--- src/hw/rtl/usalu_pkg.sv ---
// ----------------------------------------------------------------------------
// usalu_pkg: shared types and opcodes for the 64-bit unsigned ALU
// Opcode names and the word carried between divider cells.
// ----------------------------------------------------------------------------
package usalu_pkg;

    localparam int unsigned DataW = 64;
    localparam int unsigned ModeW = 5;

    localparam logic [ModeW-1:0] OP_NOT   = 5'd0;
    localparam logic [ModeW-1:0] OP_NOTF  = 5'd1;
    localparam logic [ModeW-1:0] OP_ONES  = 5'd2;
    localparam logic [ModeW-1:0] OP_NEG   = 5'd3;
    localparam logic [ModeW-1:0] OP_EQ    = 5'd4;
    localparam logic [ModeW-1:0] OP_NE    = 5'd5;
    localparam logic [ModeW-1:0] OP_GT    = 5'd6;
    localparam logic [ModeW-1:0] OP_GE    = 5'd7;
    localparam logic [ModeW-1:0] OP_LT    = 5'd8;
    localparam logic [ModeW-1:0] OP_LE    = 5'd9;
    localparam logic [ModeW-1:0] OP_XOR   = 5'd10;
    localparam logic [ModeW-1:0] OP_BAND  = 5'd11;
    localparam logic [ModeW-1:0] OP_BOR   = 5'd12;
    localparam logic [ModeW-1:0] OP_SHR   = 5'd13;
    localparam logic [ModeW-1:0] OP_SHL   = 5'd14;
    localparam logic [ModeW-1:0] OP_LAND  = 5'd15;
    localparam logic [ModeW-1:0] OP_LOR   = 5'd16;
    localparam logic [ModeW-1:0] OP_ADD   = 5'd17;
    localparam logic [ModeW-1:0] OP_SUB   = 5'd18;
    localparam logic [ModeW-1:0] OP_MUL   = 5'd19;
    localparam logic [ModeW-1:0] OP_DIV   = 5'd20;
    localparam logic [ModeW-1:0] OP_MOD   = 5'd21;

    // word handed from one cell to the next
    typedef struct packed {
        logic             vld;
        logic [ModeW-1:0] mode;
        logic [DataW-1:0] a;     // left operand (dividend shifted in)
        logic [DataW-1:0] b;     // right operand / divisor
        logic [DataW-1:0] quo;   // quotient bits so far
        logic [DataW-1:0] rem;   // partial remainder
        logic [DataW-1:0] res;   // result for non-divide ops, or partial product
        logic [DataW-1:0] mhi;   // cross-term accumulator for multiply
    } cell_word_t;

endpackage

--- src/hw/rtl/usalu_cell.sv ---
// ----------------------------------------------------------------------------
// usalu_cell: one cell of the ALU chain
// Retires DigW quotient bits per cycle while en is high (restoring), shifting
// as many bits out of a; every other field of the word rides through unchanged.
// ----------------------------------------------------------------------------
module usalu_cell #(
    parameter int unsigned DigW = 4
) (
    input  logic                   aclk,
    input  logic                   aresetn,
    input  logic                   en,
    input  usalu_pkg::cell_word_t  word_in,
    output usalu_pkg::cell_word_t  word_out
);

    usalu_pkg::cell_word_t cell_reg, cell_next;

    always_comb begin
        logic [usalu_pkg::DataW:0] r;
        logic [usalu_pkg::DataW:0] t;
        cell_next = word_in;
        r = '0;
        t = '0;
        r[usalu_pkg::DataW-1:0] = word_in.rem;
        for (int i = 0; i < int'(DigW); i++) begin
            r = {r[usalu_pkg::DataW-1:0], cell_next.a[usalu_pkg::DataW-1]};
            cell_next.a = {cell_next.a[usalu_pkg::DataW-2:0], 1'b0};
            t = r - {1'b0, word_in.b};
            if (!t[usalu_pkg::DataW]) begin
                r = t;
                cell_next.quo = {cell_next.quo[usalu_pkg::DataW-2:0], 1'b1};
            end else begin
                cell_next.quo = {cell_next.quo[usalu_pkg::DataW-2:0], 1'b0};
            end
        end
        cell_next.rem = r[usalu_pkg::DataW-1:0];
    end

    always_ff @(posedge aclk) begin
        if (!aresetn) begin
            cell_reg.vld <= 1'b0;
        end else if (en) begin
            cell_reg <= cell_next;
        end
    end

    assign word_out = cell_reg;

endmodule

--- config.mk ---
export PLATFORM = sky130hd
export DESIGN_NAME = usalu_cell
export DESIGN_NICKNAME = d
export VERILOG_FILES = /design/src/hw/rtl/usalu_pkg.sv /design/src/hw/rtl/usalu_cell.sv
export SDC_FILE = /design/constraint.sdc
export NUM_CORES = 1
export LEC_CHECK = 0
export ABC_AREA = 1
export BUFFER_PORTS_ARGS = -buffer_cell sky130_fd_sc_hd__buf_2
export CORE_AREA = 2 2 309 311
export CTS_CLUSTER_SIZE = 28
export DETAILED_ROUTE_END_ITERATION = 12
export DIE_AREA = 0 0 311 313
export HOLD_SLACK_MARGIN = 0.12
export SLEW_MARGIN = 20
export SYNTH_ARGS = -nofsm -noshare
export SYNTH_HDL_FRONTEND = slang
export SYNTH_SLANG_ARGS = --single-unit
export TNS_END_PERCENT = 50
--- constraint.sdc ---
create_clock -name aclk -period 12.64 [get_ports aclk]
set_clock_uncertainty 0.2 [all_clocks]
set_input_delay 0.632 -clock aclk [delete_from_list [all_inputs] [get_ports aclk]]
set_output_delay 0.632 -clock aclk [all_outputs]
set_load 0.1 [all_outputs]
Yosys cells after proc, flatten, opt, wreduce, memory -nomap -nowiden
Cells that the tools add are included.
W data, S select, Z words.
{ "word_totals": {"register_bits": 386, "inputBits": 393, "output_inout_bits": 390, "word_cells": 21} }
{ "op_classes": {"addsub": 4, "n_mux": 8, "n_reduce_logical": 1} }
{ "op_table": {"columns": ["op", "count"], "rows": [
  ["$sub A65 B64 Y65", 4],
  ["$mux W64", 4],
  ["$mux W1", 4],
  ["$reduce_and A2 Y1", 1]
]} }

Depth between registers and ports, before layout
Gate-level depths: netlist of run 1.
{ "depth": {"word_depth": 8, "ltp_mapped": 76, "depth_no_buf": 71} }

Least setup slack after synthesis of run 1
Ideal clock, no wire load.
{ "synth_timing": {"path_type": "input to register", "from": "in word_in[383] in the netlist's numbering", "to": "reg cell_reg (netlist bit word_out[183]) (data pin)", "setup_time_ns": 0.253, "t_arrival_ns": 9.120, "required_ns": 12.187, "slack_ns": 3.067, "path_stages": 70, "path_buffers": 7, "path_cell_list": "inv_1 > ha_1 > inv_1 > fa_1 > nand2_1 > nand2_1 > nand3_1 > nand2_2 > nand2_1 > nand2_2 > nand2_1 > nand2_2 > nand2_1 > nand2_1 > nand2_1 > nand2_2 > buf_6 > inv_6 > [34 not listed] > nand2_1 > o21ai_2 > ha_1 > a21oi_1 > nand2_1 > a21oi_1 > o21ai_1 > a21boi_1 > o21ai_1 > nand3_1 > nand3_1 > a21o_1 > a21boi_1 > nand3_2 > buf_6 > buf_4 > nand3_1 > nand2_1"} }
{ "synth_lines": {"columns": ["item", "line", "rtl"], "rows": [
  ["start: declaration", "usalu_cell.sv:12", "input usalu_pkg::cell_word_t word_in,"],
  ["end signal: assignment", "usalu_cell.sv:43", "cell_reg <= cell_next;"],
  ["end: declaration", "usalu_cell.sv:16", "usalu_pkg::cell_word_t cell_reg, cell_next;"]
]} }

==> impl_results.md, run 1 <==
- Status: complete, no violations
- Yosys warns: 0
- Slowest-stage cell, CP: dlygate4sd3_1
- Postcts setup bufs: 0
- Post-Syn Instances: 4,315
- Max Fanout on Critical Path: 88
- Chip Height: 313 um
- Synth Area in Simple Gates: 0.248
- Period utilisation layout: 0.963
- Post-route ant nets: 0
- Clock power frac: 0.099
- Tmin final: 12,170 ps
- Compound-Gate Fraction of Synth Area: 0.156
- Crit-path most repeated cell: nand2_1
- Setup TNS: 0 ps
- FMAX: 82.2 MHz
- RR Endpoint: word_out[389]
- Die width: 311 um
- Final Max Slew Viols: 0
- CP arrival: 12,340 ps
- NumNets Final: 6,113
- H-tree Lvls: 2
- TritonCTS Buffers: 47
- Worst Setup Start Kind: primary input
- Synthesized cell area: 0.0325 mm^2
- Layout cells sized above 1: 0.193
- Critical path class: primary input to flip-flop
- HP Class: primary input to flip-flop
- Switching share of total power: 0.581
- Gr usage total: 0.329
- Mux cell area share after synthesis: 0
- Main combinational cell family by area after synthesis: simple AND/OR/NAND/NOR gates
- Final core utilization: 0.456
- Number of port buffers: 774
- Most frequent cells after synthesis: nand2_1 (1,088), inv_1 (545), nor2_1 (441), edfxtp_1 (385), a21oi_1 (367)
- Reg2reg start: word_out[389]
- Root Driver: clkbuf_16
- Worst-path clk slew: 60 ps
- Maxcap violations: 0
- Hold path depth: 1
- FF-to-FF path depth: 3
- Routed via count: 35,500
- Top Usage Layer GRT: met2
- Drt drc: 0
- Seq pwr share: 0.139
- M2 GR Usage: 0.572
- Syn-to-layout area delta: 32.0%
- Grt ovf: 0
- Pwr Density: 320 mW/mm^2
- Worst Tran Pin Value: 983 ps
- CTS tree: built
- Maximum vdd drop: 0.397 mV
- Yosys top cell area share: 0.356
- Post-route cell area: 0.0429 mm^2
- Post-detail-place hpwl: 141 mm
- Number of I/O pins: 783
- Slowest stage delay, CP: 610 ps
- Largest net degree at the start of global routing: 100
- Post-synthesis xor/xnor area fraction: 0.0585
- Post-synth ARST share: 0
- Vias per cell: 5.24
- Final Routed Wirelength: 166 mm
- LEAKAGE: 19.7 nW
- Vias in the first global route: 34,100
- Worst rel slew slack: 0.344
- Post-synth EDFFs: 385
- Top cells by area, synth: edfxtp_1 (36%), nand2_1 (13%), ha_1 (9.9%)
- Initial antenna violation count: 25
- Final Hold Violating Endpoints: 0
- Cell with the most instances after synthesis: nand2_1
- Drt pass-1 iters: 6
- Comb pwr share: 0.762
- Largest register FFs: 386
- Num rows: 113
- CTS sink count: 386
- Synthesis-stage register bit count: 386
- Grt met3 use: 0.0476
- Hold Path Origin: word_in[70]
- Synth Area in Adders: 0.101
- Net switching power figure: 7.98 mW
- Initial DRC count: 3,237
- Int Power: 5.76 mW
- Met1 usage: 0.401
- Critical path required time: 12,810 ps
- Largest area contributor in the netlist: edfxtp_1
- Placed cell area: 0.0382 mm^2
- Wire per inst: 24.6 um
- Worst Hold Path EP: word_out[70]
- DIE AREA: 0.0973 mm^2
- Sequential area share after synthesis: 0.356
- Crit. End Element: flip-flop
- Final setup fails: 0
- First-pass GRT wire length: 232 mm
- Routability cong.: 1.04
- Deepest clock path buffer count: 3
- Core Footprint: 0.0942 mm^2
- Syn avg cell area: 7.53 um^2
- Clk_lat worst skew: 620 ps
- Initial core utilization: 0.345
- Unique cell type count in the Yosys netlist: 51
- Most used DFF post-synth: edfxtp_1
- R2R setup slack: 11,160 ps
==> routing by layer <==
metal	wire length (um)	vias up
met5	107	-
met4	9140	16
met3	10700	320
met2	80200	1433
met1	66300	16800
li1	-	16900
==> worst max-delay path: cells and delay by family <==
| kind | cells | cell delay, ps |
|---|---|---|
| and+or+nand+nor | 37 | 4970 |
| AOI/OAI and AO/OA | 13 | 3110 |
| buffers and inverters | 9 | 1910 |
| adders and majority gates | 4 | 1570 |
==> through the flow <==
stage | hold slack [ps] | setup WS [ps] | power (mW) | std cells
2_1_floorplan | 525 | 3070 | 9.21 | 4318
3_3_place_gp | 332 | 658 | 12.1 | 6371
3_5_place_dp | 326 | 607 | 12.1 | 6371
4_1_cts | 125 | 673 | 13.6 | 6758
5_1_grt | 120 | -8.73 | 14.6 | 6772
6_report | 117 | 467 | 13.7 | 6776
==> kinds of logic (layout without fill, tap and decap cells) <==
family / after synthesis / count (layout)
AO/OA/AOI/OAI: 885 / 885
XOR/XNOR: 217 / 217
adder cells (fa/ha/maj): 260 / 260
buffers and inverters: 627 / 1808
flip-flops: 386 / 386
other: 1 / 16
AND/OR/NAND/NOR: 1939 / 1939
==> timing repair <==
item,4_1_cts,5_1_grt
endpoints found under the hold margin,298,6
endpoints found under the setup margin,0,61
gates resized for setup,0,34
hold buffers,299,6
==> area by class of cell <==
type | instances | area, um^2
flip-flops and latches | 386 | 11600
clock inverters | 33 | 292
clock buffers | 55 | 1250
repair buffers | 1162 | 7700
inverters | 558 | 2110
diodes | 12 | 30.0
multi-input cells | 3305 | 18400
fillers | 9791 | 51300
well taps | 1265 | 1580
==> layout by cell type, fill, tap and decap left out, types with 69 or more instances in the layout <==
cell | netlist | final
xor2_1 | 90 | 90
a21oi_1 | 367 | 366
buf_4 | 12 | 69
buf_2 | 30 | 774
o21ai_1 | 65 | 88
xnor2_1 | 127 | 127
o21ai_0 | 203 | 178
edfxtp_1 | 385 | 385
nand3_1 | 248 | 248
nor2_1 | 441 | 441
nand2_1 | 1088 | 1088
ha_1 | 256 | 256
dlygate4sd3_1 | 0 | 305
inv_1 | 545 | 544
==> worst max path at each step <==
stage | start | to | slack (ps) | cells after the start
after floorplan | word_in[383] | word_out[183] | 3070 | 70
after global placement | word_in[278] | word_out[170] | 660 | 58
after detailed placement | word_in[257] | word_out[129] | 610 | 60
after CTS | word_in[294] | word_out[148] | 670 | 57
after global routing | word_in[294] | word_out[149] | -9 | 62
final | word_in[294] | word_out[185] | 470 | 63
==> power groups by stage <==
stage	logic (mW)	registers, mW	clock network, mW
2_1_floorplan	5.96	3.26	0
3_3_place_gp	10.2	1.92	0
4_1_cts	10.3	1.91	1.39
5_1_grt	11.2	1.92	1.43
3_5_place_dp	10.2	1.93	0
6_report	10.5	1.90	1.36
Note: power is estimated with default switching activity, not from simulation.
==> inputs of run 2 (changes only) <==
==> constraint.sdc (replaced) <==
create_clock -name aclk -period 11.4 [get_ports aclk]
set_clock_uncertainty 0.2 [all_clocks]
set_input_delay 0.57 -clock aclk [delete_from_list [all_inputs] [get_ports aclk]]
set_output_delay 0.57 -clock aclk [all_outputs]
set_load 0.1 [all_outputs]
==> impl_results.md, run 2 (synthesized netlist as in run 1, its figures left out) <==
- Critical path class: primary input to flip-flop (unchanged)
- Fill count: 9,270 (was 9,791)
- Maxcap violations: 0 (unchanged)
- Maximum vdd drop: 0.241 mV (was 0.397 mV)
- Slowest-stage cell, CP: dlygate4sd3_1 (unchanged)
- Tmin final: 10,920 ps
- Post-route cell area: 0.0489 mm^2 (was 0.0429 mm^2)
- Final Hold Violating Endpoints: 0 (unchanged)
- CP Buf/Inv Count: 17 (was 9)
- First-pass GRT wire length: 241 mm (was 232 mm)
- Largest net degree at the start of global routing: 112 (was 100)
- Final Non-Filler Cells: 7,516 (was 6,776)
- TritonCTS Buffers: 45 (was 47)
- Final Max Slew Viols: 0 (unchanged)
- Slowest stage delay, CP: 600 ps (was 610 ps)
- Num rows: 113 (unchanged)
- CTS tree: built (unchanged)
- Vias in the first global route: 36,700 (was 34,100)
- Root Driver: clkbuf_16 (unchanged)
- Status: complete, no violations (unchanged)
- HP Class: primary input to flip-flop (unchanged)
- Chip Height: 313 um (unchanged)
- Syn-to-layout area delta: 50.3% (was 32.0%)
- Setup TNS: 0 ps (unchanged)
- Worst Setup Start Kind: primary input (unchanged)
- Post-detail-place hpwl: 145 mm (was 141 mm)
- Post-route ant nets: 0 (unchanged)
- NumNets Final: 6,857 (was 6,113)
- Placed cell area: 0.0437 mm^2 (was 0.0382 mm^2)
- Final setup margin: 476 ps (was 467 ps)
- Die width: 311 um (unchanged)
- Initial antenna violation count: 17 (was 25)
- Initial core utilization: 0.345 (unchanged)
- Critical path required time: 11,530 ps (was 12,810 ps)
- Layout cells sized above 1: 0.294 (was 0.193)
- Worst Tran Pin Value: 992 ps (was 983 ps)
- Placed cells: 7,096 (was 6,371)
- Largest register FFs: 386 (unchanged)
- Worst rel slew slack: 0.339 (was 0.344)
- H-tree Lvls: 2 (unchanged)
- Final core utilization: 0.519 (was 0.456)
- Crit. End Element: flip-flop (unchanged)
- Most frequent cells in the layout: nand2_1 (1,084), buf_4 (798), buf_2 (772), inv_1 (538), nor2_1 (436) (was nand2_1 (1,088), buf_2 (774), inv_1 (544), nor2_1 (441), edfxtp_1 (385))
- Pre-CTS WS: -16.5 ps (was 607 ps)
- Wire per inst: 22.9 um (was 24.6 um)
- Crit-path most repeated cell: nand2_1 (unchanged)
- LEAKAGE: 23.3 nW (was 19.7 nW)
- Number of port buffers: 774 (unchanged)
- CP arrival: 11,060 ps (was 12,340 ps)
- DIE AREA: 0.0973 mm^2 (unchanged)
- Routed via count: 38,100 (was 35,500)
- Pwr Density: 377 mW/mm^2 (was 320 mW/mm^2)
- CP delay by family, top: simple AND/OR/NAND/NOR gates (unchanged)
- Final setup fails: 0 (unchanged)
- Clk_lat worst skew: 600 ps (was 620 ps)
- Drt pass-1 iters: 8 (was 6)
- Final Routed Wirelength: 172 mm (was 166 mm)
- Vias per cell: 5.07 (was 5.24)
- Max Fanout on Critical Path: 20 (was 88)
- Grt ovf: 0 (unchanged)
- CTS sink count: 386 (unchanged)
- Drt drc: 0 (unchanged)
- Worst-path clk slew: 60 ps (about the same)
- Initial DRC count: 3,337 (was 3,237)
- FMAX: 91.5 MHz
- Number of I/O pins: 783 (unchanged)
- Leading cell type in the layout, fill and taps excluded: nand2_1 (unchanged)
- Routability cong.: 1.04 (about the same)
- Gr usage total: 0.340 (was 0.329)
- Period utilisation layout: 0.958
- Deepest clock path buffer count: 3 (unchanged)
- Core Footprint: 0.0942 mm^2 (unchanged)
-- run 2: what timing repair did --
| item | 4_1_cts | 5_1_grt |
|---|---|---|
| hold buffers | 317 | 0 |
| endpoints found under the setup margin | 0 | 65 |
| hold endpoints to repair | 316 | 0 |
| buffers inserted | 0 | 7 |
| resized for setup | 0 | 82 |
-- run 2: path summary, 6_finish.rpt --
check                                   start             to  slack, ps  depth (start not counted)
worst max-delay path             word_in[294]  word_out[152]        480                         59
worst min-delay path              word_in[56]   word_out[56]        160                          1
worst max register to register  word_out[389]  word_out[389]       9940                          3
worst min register to register  word_out[389]  word_out[389]        980                          3
-- run 2: power by group --
part	switching, mW	leakage [nW]	internal (mW)
Clock	0.673	0.706	0.807
Combinational	8.88	19.0	5.97
Sequential	0.0663	3.60	2.04
-- run 2: cell type report --
type,instances,area [um^2],area share
repair inverters,1,8.76,0.000179
well taps,1265,1580,0.0324
repair buffers,1907,13400,0.274
multi-input cells,3305,18700,0.382
diodes,11,27.5,0.000563
clock buffers,56,1200,0.0245
clock inverters,27,265,0.00543
inverters,558,2120,0.0434
flip-flops and latches,386,11600,0.237
-- run 2: routing by layer --
metal | vias to the layer above | track usage | wire length [um]
met1 | 17900 | 0.410 | 68800
met3 | 299 | 0.0548 | 11400
met2 | 1499 | 0.588 | 82500
met5 | - | 0 | 40
met4 | 6 | 0.167 | 9640
li1 | 18400 | - | -
-- run 2: through the flow --
stage / hold slack, ps / power (mW)
floorplan: 463 / 10.2
global placement: 328 / 16.5
detailed placement: 331 / 16.5
CTS: 130 / 18.2
global route: 127 / 19.5
finish: 163 / 18.4
